File: src/srle_pkg.sv
package srle_pkg;

   localparam int QueueDepthDefault = 2;

   localparam logic [7:0] CodeEol   = 8'h00;
   localparam logic [7:0] CodeLitMax = 8'h7F;
   localparam logic [7:0] CodeXLit  = 8'h80;
   localparam logic [7:0] CodeXSkip = 8'hFF;

   localparam logic RegFormat = 1'b0;
   localparam logic RegWidth  = 1'b1;

   localparam logic FmtByteCode = 1'b0;

   typedef enum logic [2:0] {
      PH_CTRL      = 3'd0,
      PH_LIT       = 3'd1,
      PH_XLIT_CNT  = 3'd2,
      PH_XSKIP_CNT = 3'd3,
      PH_REP_COLOR = 3'd4,
      PH_IDLE      = 3'd5
   } phase_type;

   typedef struct packed {
      logic [7:0] data_byte;
      logic       last_in_line;
   } req_type;

   typedef struct packed {
      logic        write_enable;
      logic [15:0] column;
      logic [6:0]  run_length;
      logic [7:0]  pixel_value;
      logic        line_done;
   } rsp_type;

   // Run command from the decoder to the output side
   typedef struct packed {
      logic        write_enable;
      logic [15:0] column;
      logic [6:0]  run_length;
      logic [7:0]  pixel_value;
      logic        line_done;
   } cmd_type;

endpackage

File: src/srle_front.sv
module srle_front (
   input  logic             clock,
   input  logic             reset,
   input  logic             fmt,
   input  logic [15:0]      width,
   input  logic             req_valid,
   input  srle_pkg::req_type req_payload,
   input  logic             queue_full,
   output logic             cmd_valid,
   output srle_pkg::cmd_type cmd
);
   import srle_pkg::*;

   phase_type   phase_ff, phase_in;
   logic [7:0]  pending_ff, pending_in;
   logic [16:0] column_ff, column_in;

   logic        active;
   logic [16:0] width_x;
   logic [16:0] room;
   logic [16:0] rep_len;
   logic [7:0]  b;
   logic [16:0] col_sum;
   logic [7:0]  pending_dec;

   assign b           = req_payload.data_byte;
   assign cmd_valid   = req_valid && !queue_full;
   assign width_x     = {1'b0, width};
   assign active      = (phase_ff != PH_IDLE) && (column_ff < width_x);
   assign room        = width_x - column_ff;
   assign rep_len     = ({9'd0, pending_ff} > room) ? room : {9'd0, pending_ff};
   assign pending_dec = pending_ff - 8'd1;

   always_ff @(posedge clock) begin
      if (reset) begin
         phase_ff   <= PH_CTRL;
         pending_ff <= '0;
         column_ff  <= '0;
      end else begin
         phase_ff   <= phase_in;
         pending_ff <= pending_in;
         column_ff  <= column_in;
      end
   end

   // next state
   always_comb begin
      phase_in   = phase_ff;
      pending_in = pending_ff;
      col_sum    = column_ff;
      if (cmd_valid && active) begin
         unique case (phase_ff)
            PH_CTRL: begin
               if (fmt == FmtByteCode) begin
                  priority if (b == CodeEol) begin
                     phase_in = PH_IDLE;
                  end else if (b <= CodeLitMax) begin
                     pending_in = b;
                     phase_in   = PH_LIT;
                  end else if (b == CodeXLit) begin
                     phase_in = PH_XLIT_CNT;
                  end else if (b == CodeXSkip) begin
                     phase_in = PH_XSKIP_CNT;
                  end else begin
                     col_sum = column_ff + {10'd0, b[6:0]};
                  end
               end else if (b[0]) begin
                  col_sum = column_ff + {10'd0, b[7:1]};
               end else begin
                  pending_in = {2'b00, b[7:2]} + 8'd1;
                  phase_in   = b[1] ? PH_REP_COLOR : PH_LIT;
               end
            end
            PH_LIT: begin
               col_sum    = column_ff + 17'd1;
               pending_in = pending_dec;
               if (pending_dec == 8'd0) begin
                  phase_in = PH_CTRL;
               end
            end
            PH_XLIT_CNT: begin
               pending_in = b;
               phase_in   = (b == 8'd0) ? PH_CTRL : PH_LIT;
            end
            PH_XSKIP_CNT: begin
               col_sum  = column_ff + {9'd0, b};
               phase_in = PH_CTRL;
            end
            PH_REP_COLOR: begin
               col_sum    = column_ff + rep_len;
               pending_in = '0;
               phase_in   = PH_CTRL;
            end
            default: begin
               phase_in = PH_IDLE;
            end
         endcase
         if (col_sum >= width_x) begin
            phase_in = PH_IDLE;
         end
      end
      column_in = col_sum;
      if (cmd_valid && req_payload.last_in_line) begin
         phase_in   = PH_CTRL;
         pending_in = '0;
         column_in  = '0;
      end
   end

   // run command
   always_comb begin
      cmd              = '0;
      cmd.line_done    = req_payload.last_in_line;
      cmd.column       = column_ff[15:0];
      cmd.pixel_value  = b;
      if (active) begin
         unique case (phase_ff)
            PH_LIT: begin
               cmd.write_enable = 1'b1;
               cmd.run_length   = 7'd1;
            end
            PH_REP_COLOR: begin
               cmd.write_enable = (rep_len != 17'd0);
               cmd.run_length   = rep_len[6:0];
            end
            default: begin
               cmd.write_enable = 1'b0;
            end
         endcase
      end
   end

endmodule

File: src/srle_queue.sv
module srle_queue #(
   parameter int DEPTH = srle_pkg::QueueDepthDefault
) (
   input  logic              clock,
   input  logic              reset,
   input  logic              push,
   input  srle_pkg::cmd_type push_data,
   output logic              full,
   input  logic              pop,
   output logic              not_empty,
   output srle_pkg::cmd_type head
);
   import srle_pkg::*;

   localparam int PtrW = $clog2(DEPTH);
   localparam int CntW = $clog2(DEPTH + 1);

   cmd_type         mem_ff [DEPTH];
   logic [PtrW-1:0] wr_ptr_ff, wr_ptr_in;
   logic [PtrW-1:0] rd_ptr_ff, rd_ptr_in;
   logic [CntW-1:0] count_ff, count_in;
   logic            do_push, do_pop;

   assign full      = (count_ff == CntW'(DEPTH));
   assign not_empty = (count_ff != '0);
   assign do_push   = push && !full;
   assign do_pop    = pop && not_empty;
   assign head      = mem_ff[rd_ptr_ff];

   always_comb begin
      wr_ptr_in = wr_ptr_ff;
      rd_ptr_in = rd_ptr_ff;
      count_in  = count_ff;
      if (do_push) begin
         wr_ptr_in = (wr_ptr_ff == PtrW'(DEPTH - 1)) ? '0 : wr_ptr_ff + 1'b1;
      end
      if (do_pop) begin
         rd_ptr_in = (rd_ptr_ff == PtrW'(DEPTH - 1)) ? '0 : rd_ptr_ff + 1'b1;
      end
      if (do_push && !do_pop) begin
         count_in = count_ff + 1'b1;
      end else if (do_pop && !do_push) begin
         count_in = count_ff - 1'b1;
      end
   end

   always_ff @(posedge clock) begin
      if (reset) begin
         wr_ptr_ff <= '0;
         rd_ptr_ff <= '0;
         count_ff  <= '0;
      end else begin
         wr_ptr_ff <= wr_ptr_in;
         rd_ptr_ff <= rd_ptr_in;
         count_ff  <= count_in;
      end
   end

   always_ff @(posedge clock) begin
      if (do_push) begin
         mem_ff[wr_ptr_ff] <= push_data;
      end
   end

endmodule

File: src/srle_back.sv
module srle_back (
   input  logic              clock,
   input  logic              reset,
   input  logic              cmd_valid,
   input  srle_pkg::cmd_type cmd,
   output logic              cmd_pop,
   output logic              rsp_valid,
   input  logic              rsp_stall,
   output srle_pkg::rsp_type rsp_payload
);
   import srle_pkg::*;

   logic    valid_ff, valid_in;
   rsp_type data_ff, data_in;
   logic    load;

   assign load    = cmd_valid && (!valid_ff || !rsp_stall);
   assign cmd_pop = load;

   // column, run length and pixel value of a result without a write read as zero
   always_comb begin
      data_in              = '0;
      data_in.write_enable = cmd.write_enable;
      data_in.line_done    = cmd.line_done;
      if (cmd.write_enable) begin
         data_in.column      = cmd.column;
         data_in.run_length  = cmd.run_length;
         data_in.pixel_value = cmd.pixel_value;
      end
      valid_in = valid_ff && rsp_stall;
      if (load) begin
         valid_in = 1'b1;
      end
   end

   always_ff @(posedge clock) begin
      if (reset) begin
         valid_ff <= 1'b0;
      end else begin
         valid_ff <= valid_in;
      end
   end

   always_ff @(posedge clock) begin
      if (load) begin
         data_ff <= data_in;
      end
   end

   assign rsp_valid   = valid_ff;
   assign rsp_payload = data_ff;

endmodule

File: src/sprite_rle_scanline_decoder_unit.sv
// Channel  | Direction | Handshake             | Payload
// req      | in        | req_valid / req_stall | srle_pkg::req_type (byte, last flag)
// rsp      | out       | rsp_valid / rsp_stall | srle_pkg::rsp_type (one run per byte)
// csr      | in/out    | psel/penable/pready   | rle_format @0x0, line_width @0x4
//
// One item per cycle while req_stall is low; the decoder state (phase, pending count,
// column) updates in the same cycle the byte is taken, and each run goes from
// accept to rsp_valid through the run queue, then the output register.
// Synchronous active-high reset clears decoder state, queue and output valid;
// rle_format and line_width come up as 1.
// req_stall rises only when the run queue is full, i.e. after rsp_stall has
// held long enough to back up QUEUE_DEPTH items plus the output register.
module sprite_rle_scanline_decoder_unit #(
   parameter int QUEUE_DEPTH = srle_pkg::QueueDepthDefault  // 2 or more
) (
   input  logic              clock,
   input  logic              reset,
   // input byte stream
   input  logic              req_valid,
   output logic              req_stall,
   input  srle_pkg::req_type req_payload,
   // run results
   output logic              rsp_valid,
   input  logic              rsp_stall,
   output srle_pkg::rsp_type rsp_payload,
   // register port
   input  logic              psel,
   input  logic              penable,
   input  logic              pwrite,
   input  logic [2:0]        paddr,
   input  logic [31:0]       pwdata,
   output logic [31:0]       prdata,
   output logic              pready
);
   import srle_pkg::*;

   logic        fmt_ff, fmt_in;
   logic [15:0] width_ff, width_in;
   logic        reg_sel;
   logic        reg_write;

   logic    queue_full;
   logic    front_valid;
   cmd_type front_cmd;
   logic    queue_not_empty;
   cmd_type queue_head;
   logic    queue_pop;

   // ---------------------------------------------------------------
   // Register port: word index is paddr[2]; always ready.
   // ---------------------------------------------------------------
   assign pready    = 1'b1;
   assign reg_sel   = paddr[2];
   assign reg_write = psel && penable && pwrite;

   always_comb begin
      fmt_in   = fmt_ff;
      width_in = width_ff;
      if (reg_write) begin
         unique case (reg_sel)
            RegFormat: fmt_in   = pwdata[0];
            RegWidth:  width_in = pwdata[15:0];
            default:   fmt_in   = fmt_ff;
         endcase
      end
   end

   always_ff @(posedge clock) begin
      if (reset) begin
         fmt_ff   <= 1'b1;
         width_ff <= 16'd1;
      end else begin
         fmt_ff   <= fmt_in;
         width_ff <= width_in;
      end
   end

   always_comb begin
      unique case (reg_sel)
         RegFormat: prdata = {31'd0, fmt_ff};
         RegWidth:  prdata = {16'd0, width_ff};
         default:   prdata = '0;
      endcase
   end

   // ---------------------------------------------------------------
   // Front: parse each byte, track column and clip runs to the width.
   // A byte is taken whenever the queue has room.
   // ---------------------------------------------------------------
   assign req_stall = queue_full;

   srle_front u_front (
      .clock       (clock),
      .reset       (reset),
      .fmt         (fmt_ff),
      .width       (width_ff),
      .req_valid   (req_valid),
      .req_payload (req_payload),
      .queue_full  (queue_full),
      .cmd_valid   (front_valid),
      .cmd         (front_cmd)
   );

   // Run queue decouples parsing from the result side.
   srle_queue #(
      .DEPTH (QUEUE_DEPTH)
   ) u_queue (
      .clock     (clock),
      .reset     (reset),
      .push      (front_valid),
      .push_data (front_cmd),
      .full      (queue_full),
      .pop       (queue_pop),
      .not_empty (queue_not_empty),
      .head      (queue_head)
   );

   // Back: output register, zeroes unused fields on non-writes.
   srle_back u_back (
      .clock       (clock),
      .reset       (reset),
      .cmd_valid   (queue_not_empty),
      .cmd         (queue_head),
      .cmd_pop     (queue_pop),
      .rsp_valid   (rsp_valid),
      .rsp_stall   (rsp_stall),
      .rsp_payload (rsp_payload)
   );

endmodule

File: config.mk
export PLATFORM = sky130hd
export DESIGN_NAME = sprite_rle_scanline_decoder_unit
export DESIGN_NICKNAME = d
export VERILOG_FILES = /design/src/srle_pkg.sv /design/src/srle_front.sv /design/src/srle_queue.sv /design/src/srle_back.sv /design/src/sprite_rle_scanline_decoder_unit.sv
export SDC_FILE = /design/constraint.sdc
export NUM_CORES = 1
export LEC_CHECK = 0
export ABC_AREA = 1
export BUFFER_PORTS_ARGS = -buffer_cell sky130_fd_sc_hd__buf_2
export CORE_MARGIN = 4
export CORE_UTILIZATION = 45
export DETAILED_ROUTE_END_ITERATION = 10
export PLACE_DENSITY_LB_ADDON = 0.12
export SYNTH_ARGS = -nofsm -noshare
export SYNTH_HDL_FRONTEND = slang
export SYNTH_SLANG_ARGS = --single-unit
File: constraint.sdc
create_clock -name clock -period 6.6 [get_ports clock]
set_input_delay 0 -clock clock [delete_from_list [all_inputs] [get_ports clock]]
set_output_delay 0 -clock clock [all_outputs]
set_load 0.005 [all_outputs]
# == After elaboration in Yosys (flattened, before gate mapping) ==
# Memories as Yosys holds them, arrays and structs flattened. A register that Yosys moved wholly into a read port is not among the register bits.
# Index checks and enable logic that the tools add are counted.
# Widths: inputs -> output; s select.
# word_totals
ff_bits,83
mem_bits_rw,66
in_bits,51
wordCells,116
memories,1
# mem_list
memory,words,width,rd,rd_ports_with_merged_regs,write_ports,line,source
u_queue.mem_ff,2,33,1,1,1,srle_queue.sv:18,cmd_type mem_ff [DEPTH];
# classes
addsub,12
magnitude_cmp,4
n_eq_ne,14
mux,39
n_bitwise,1
reduce_logical,31
# op_table
operator,n
$mux 17,8
$pmux 17 s4,1
$pmux 32 s2,1
$add 17x7->17,2
$mux 8,4
$pmux 8 s4,1
$mux 3,9
$add 17x1->17 const B,1
$add 17x17->17,1
$add 17x8->17,1
$ge 17x16->1,1
$gt 8x17->1,1
$lt 17x16->1,1
$reduce_bool 17->1,1
$sub 16x17->17,1
$eq 8x8->1 const B,2
$logic_not 8->1,2
$pmux 7 s2,1
$logic_and 1x1->1,12
$pmux 3 s4,1
$mux 1,9
$ne 3x3->1 const B,3
$le 8x7->1 const B,1
$sub 8x1->8 const B,1
25 further kinds,35

# == Depth between registers and ports, before layout ==
# depth
depth_word,11
mapped_depth,51
mapped_depth_nobuf,51

# == Hierarchy ==
# A second synthesis with hierarchy kept.
# hier_totals
cells_unflattened,1390
hier_area_um2,10988.0
# by_module_without_submodules
mod,n_inst,cells_each,area_per_inst_um2
srle_front,1,983,5820.6
srle_queue,1,140,2781.4
srle_back,1,103,1295.0
sprite_rle_scanline_decoder_unit,1,164,1091.0

# == Worst setup path after synthesis ==
# Ideal clock, no wire load.
# synth_timing
path_type,register -> register
startpoint,reg u_front.column_ff[1]
endpoint,reg u_front.phase_ff[1]
setup_time_ns,0.113
arrival_ns,5.924
setup_slack_ns,0.563
path_stages_with_launch,48
synth_period_minus_slack_ns,6.037
path_cell_list,dfxtp_1 inv_1 fa_1 nand3_1 nand2_1 xor2_1 ha_1 nand2_1 inv_1 nand3_1 nor2_1 nor2_1 o21ai_0 nand2_1 nand2_1 nand3_1 nor2_1 nand3_1 [... 12 more ...] o21ai_0 nand3_1 nand3b_1 o21ai_0 inv_1 ha_1 nand2_1 inv_1 nand3_1 nor4_1 a211oi_1 nand2_1 a21oi_1 nand4_1 inv_1 nor2_1 nor2_1 nor2_1
# synth_via
elab_chain_cells,11
word_cells_on_any_way,25
# synth_rtl
element,line,source
"start, declared",srle_front.sv:16,"logic [16:0] column_ff, column_in;"
"start signal, assigned",srle_front.sv:42,column_ff <= column_in;
"parallel branches: the longest is 11 deep, another holds $sub 16x17->17",--,
"end signal, assigned",srle_front.sv:40,phase_ff <= phase_in;
"end, declared",srle_front.sv:14,"phase_type phase_ff, phase_in;"
# Parallel ways; which one is timed is not known. The select of a mux whose other input is x is not followed.
# A chain may end at the register's enable or synchronous reset.

# == Worst setup path after layout ==
# layout_timing
startpoint,reg width_ff[0]
endpoint,reg u_front.phase_ff[0]
# layout_via
elab_chain_cells,9
word_cells_on_any_way,15
# layout_rtl
element,line,source
"start, declared",sprite_rle_scanline_decoder_unit.sv:38,"logic [15:0] width_ff, width_in;"
"start signal, assigned",sprite_rle_scanline_decoder_unit.sv:74,width_ff <= width_in;
$sub 16x17->17,srle_front.sv:30,assign room = width_x - column_ff;
$gt 8x17->1,srle_front.sv:31,"assign rep_len = ({9'd0, pending_ff} > room) ? room : {9'd0, pending_ff};"
$mux 17,srle_front.sv:31,
$add 17x17->17,srle_front.sv:90,col_sum = column_ff + rep_len;
$pmux 17 s4,srle_front.sv:52,unique case (phase_ff)
$mux 17,srle_front.sv:51,if (cmd_valid && active) begin
$ge 17x16->1,srle_front.sv:98,if (col_sum >= width_x) begin
$ne 7x2->1 (no line) (tied with other cells),--,
$reduce_and 4->1 (no line),--,
# Several ways; a longest one is shown, not always the timed one. The select of a mux whose other input is x is not followed.

==> flow_summary.json <==
{
  "crit_required_ps": 6930,
  "busiest_layer": "met2",
  "synth_fa_ha_area_share_pct": 9.89,
  "die_height_um": 159,
  "crit_end": "u_front.phase_ff[0]",
  "cp-startpoint": "width_ff[0]",
  "finalClockSkew_ps": 18.9,
  "yosysUniqueCellTypes": 51,
  "power_switching_share_pct": 46.7,
  "cp_num_cells": 49,
  "pre_cts_ws_ps": 45.8,
  "postRouteAntennaNets": 0,
  "final_nets": 1630,
  "synth_mux_area_share_pct": 3.61,
  "coreArea_um2": 22600,
  "r2r_start": "width_ff[0]",
  "fin_setup_tns_ps": 0,
  "cts_num_sinks": 150,
  "crit_slowest_cell": "fa_2",
  "num_vias": 9402,
  "drt_pass1_iterations": 5,
  "postLayoutCoreUtil_pct": 57.3,
  "power_per_cell_area_nw_per_um2": 517,
  "max_stage_delay_ps": 360,
  "switchingPower_mw": 3.12,
  "yosys.area_share.simple_pct": 22.0,
  "drive_above_1_share_pct": 23.6,
  "routed_via_density": 5.23,
  "pwr-share-seq_pct": 22.2,
  "gp_congestion": 0.899,
  "hold_ws_ps": 132,
  "die_x_um": 159,
  "grt_usage_pct": 22.3,
  "r2r_slack_ps": 450,
  "maxCapViolCount": 0,
  "path_common_cell": "nand3_2",
  "io_pins": 119,
  "ys_seq_area_share_pct": 38.8,
  "leakage_nw": 6.16,
  "period_share_pct": 93.2,
  "synth_edf_count": 99,
  "cts.path.max_buffers": 2,
  "grt_first_pass_wirelength_mm": 45.6,
  "synthArstFlopShare_pct": 0,
  "syn-cell-area_um2": 10300,
  "crit_family": "simple AND/OR/NAND/NOR gates",
  "crit_path_end_kind": "flop",
  "worstSkewPairLatency_ps": 440,
  "antenna_found_initial": 0,
  "drc_errors": 0,
  "syn_to_final_growth_pct": 25.5,
  "wirelength_mm": 29.0,
  "ir_drop_v": 0.000261,
  "ys_ff_latch": 150,
  "worst_pin_slew_ps": 914,
  "yosys.area_share.xor_xnor_pct": 2.04,
  "start_util_pct": 45.6,
  "p_comb_share_pct": 62.4,
  "clk_pin_slew_ps": 80,
  "intPower_mw": 3.56,
  "grt_max_degree": 37,
  "slew_violations": 0,
  "pwr-share-clk_pct": 15.4,
  "outcome": "finished, final reports clean",
  "first_global_vias": 8702,
  "synth-compound-area-share_pct": 14.1,
  "antenna_cells": 0,
  "max_freq_mhz": 163,
  "rr_worst_depth": 49,
  "overflow": 0,
  "final-hold-violation-count": 0,
  "slew_headroom_pct": 38.6,
  "setup_viol": 0,
  "crit_type": "reg -> reg",
  "synth_cells": 1300,
  "grt_use_met3_pct": 2.87,
  "avgSynthCellArea_um2": 7.92,
  "htreeDepth": 4,
  "hp-class": "in -> reg",
  "wl_per_cell_um": 16.1,
  "met1_usage_pct": 30.6,
  "use_met2_pct": 37.5,
  "rows": 55,
  "path_max_fanout": 6,
  "portBuffers": 83,
  "cts_tree": "done",
  "hpwlAfterDp_mm": 21.7,
  "regToRegEndpoint": "u_front.phase_ff[0]",
  "dieArea_um2": 25400,
  "yosys_warnings": 0,
  "critPathBufInv": 7,
  "synth_top_family_by_area": "simple AND/OR/NAND/NOR gates",
  "drtIter0Drc": 592,
  "layout_setup_ws_ps": 450,
  "synth_ff_type": "edfxtp_1",
  "period_needed_ps": 6150,
  "clock-root-buffer": "clkbuf_16",
  "start_kind": "flop",
  "cts_buffers": 17,
  "critPathArrivalTime_ps": 6480
}
-- final cells by class --
| type | count | area, um^2 |
|---|---|---|
| multi-input cells | 935 | 5830 |
| flip-flops and latches | 150 | 4000 |
| fillers | 2144 | 9640 |
| repair buffers | 205 | 1410 |
| well taps | 285 | 357 |
| clock inverters | 15 | 198 |
| clock buffers | 17 | 425 |
| inverters | 191 | 717 |
-- sequential cells by signal (all words and copies together), names as in the netlist, named ones only --
name / cells
u_queue.mem_ff: 66
u_back.rsp_payload: 33
u_front.column_ff: 17
width_ff: 16
u_front.pending_ff: 8
u_front.phase_ff: 3
u_queue.count_ff: 2
fmt_ff: 1
u_back.rsp_valid: 1
u_queue.rd_ptr_ff: 1
u_queue.wr_ptr_ff: 1
-- layer usage --
| layer | share of wire, % | vias up | wire length, um |
|---|---|---|---|
| met1 | 47 | 4325 | 13500 |
| met2 | 47 | 281 | 13600 |
| met5 | 0 | - | 0 |
| met3 | 4.8 | 34 | 1400 |
| li1 | - | 4762 | - |
| met4 | 1.5 | 0 | 435 |
-- cells in the mapped netlist (4+ instances only) --
cell type / instances / share of area [%]
o21ai_0: 96 / 4.7
edfxtp_1: 99 / 29
o22ai_1: 4 / 0.24
nor2_1: 93 / 3.4
xor2_1: 18 / 1.5
nor2_2: 6 / 0.36
mux2_2: 33 / 3.6
clkbuf_1: 21 / 0.77
buf_2: 6 / 0.29
xnor2_1: 6 / 0.51
a21boi_0: 4 / 0.29
nand2_1: 276 / 10
nor4_1: 4 / 0.24
nand3b_1: 9 / 0.66
nand4_1: 17 / 1.0
nor3_1: 13 / 0.63
dfxtp_1: 51 / 9.9
or2_2: 6 / 0.36
o211ai_1: 10 / 0.73
a211oi_1: 9 / 0.66
inv_1: 185 / 6.7
a31oi_1: 6 / 0.36
nand3_1: 84 / 4.1
a21oi_1: 99 / 4.8
o221ai_1: 9 / 0.77
fa_1: 4 / 0.78
inv_2: 4 / 0.15
buf_4: 18 / 1.3
ha_1: 75 / 9.1
-- what timing repair did --
action | CTS | global route
setup endpoints to repair | 0 | 3
setup buffers | 0 | 11
hold buffers | 30 | 0
resized for setup | 0 | 108
hold endpoints to repair | 37 | 0
-- through the flow --
stage          area (um^2)  std cells  power [mW]
3_3_place_gp         11500       1726        5.28
4_1_cts              12400       1788        6.37
2_1_floorplan        10400       1323        3.97
6_report             12900       1798        6.68
3_5_place_dp         11500       1726        5.31
5_1_grt              12900       1798        7.24
-- power groups by stage --
stage / clock, mW / combinational (mW) / sequential [mW]
after global routing: 1.08 / 4.64 / 1.51
final: 1.03 / 4.17 / 1.48
after CTS: 1.05 / 3.84 / 1.49
after floorplan: 0 / 2.42 / 1.55
after detailed placement: 0 / 3.80 / 1.51
after global placement: 0 / 3.79 / 1.49
-- kinds of logic (layout without fill, tap and decap cells) --
logic type,Yosys count,after routing
buffers and inverters,238,428
other,2,25
and+or+nand+nor,519,519
xor gates and xnor gates,24,24
AOI/OAI and AO/OA,255,255
adders and majority gates,79,79
DFF,150,150
muxes,33,33
-- cells in the final DEF, fill, tap and decap left out, drive strengths merged, types with 2 or more instances in the layout --
master / Yosys / final
nand2: 279 / 279
inv: 189 / 197
buf: 26 / 175
nor2: 103 / 103
o21ai: 100 / 100
edfxtp: 99 / 99
a21oi: 99 / 99
nand3: 87 / 87
ha: 75 / 75
dfxtp: 51 / 51
mux2: 33 / 33
dlygate4sd3: 0 / 30
conb: 2 / 25
xor2: 18 / 18
nand4: 17 / 17
clkbuf: 21 / 17
nor3: 14 / 14
o211ai: 11 / 11
a211oi: 10 / 10
nand3b: 9 / 9
o221ai: 9 / 9
clkinv: 2 / 8
or2: 6 / 6
a31oi: 6 / 6
xnor2: 6 / 6
a21boi: 6 / 6
o22ai: 4 / 4
nor4: 4 / 4
fa: 4 / 4
o21a: 2 / 2
a21o: 2 / 2
o21bai: 2 / 2
-- tightest hold or removal path: stages --
cell and delay [ps]:
buf_2 70, o21ai_1 220, nor2_2 180, nor2_1 50
-- worst min path at each step --
stage                   startpoint  slack, ps              endpoint  cells after the start
floorplan                    reset         70      u_back.rsp_valid                      1
global placement    req_payload[0]        210  u_queue.mem_ff[1][0]                      1
detailed placement  req_payload[0]        220  u_queue.mem_ff[1][0]                      1
CTS                      req_valid        120     u_queue.wr_ptr_ff                      4
global route             req_valid        170     u_queue.wr_ptr_ff                      4
finish                   req_valid        130     u_queue.wr_ptr_ff                      4
Note: power is estimated with default switching activity, not from simulation.
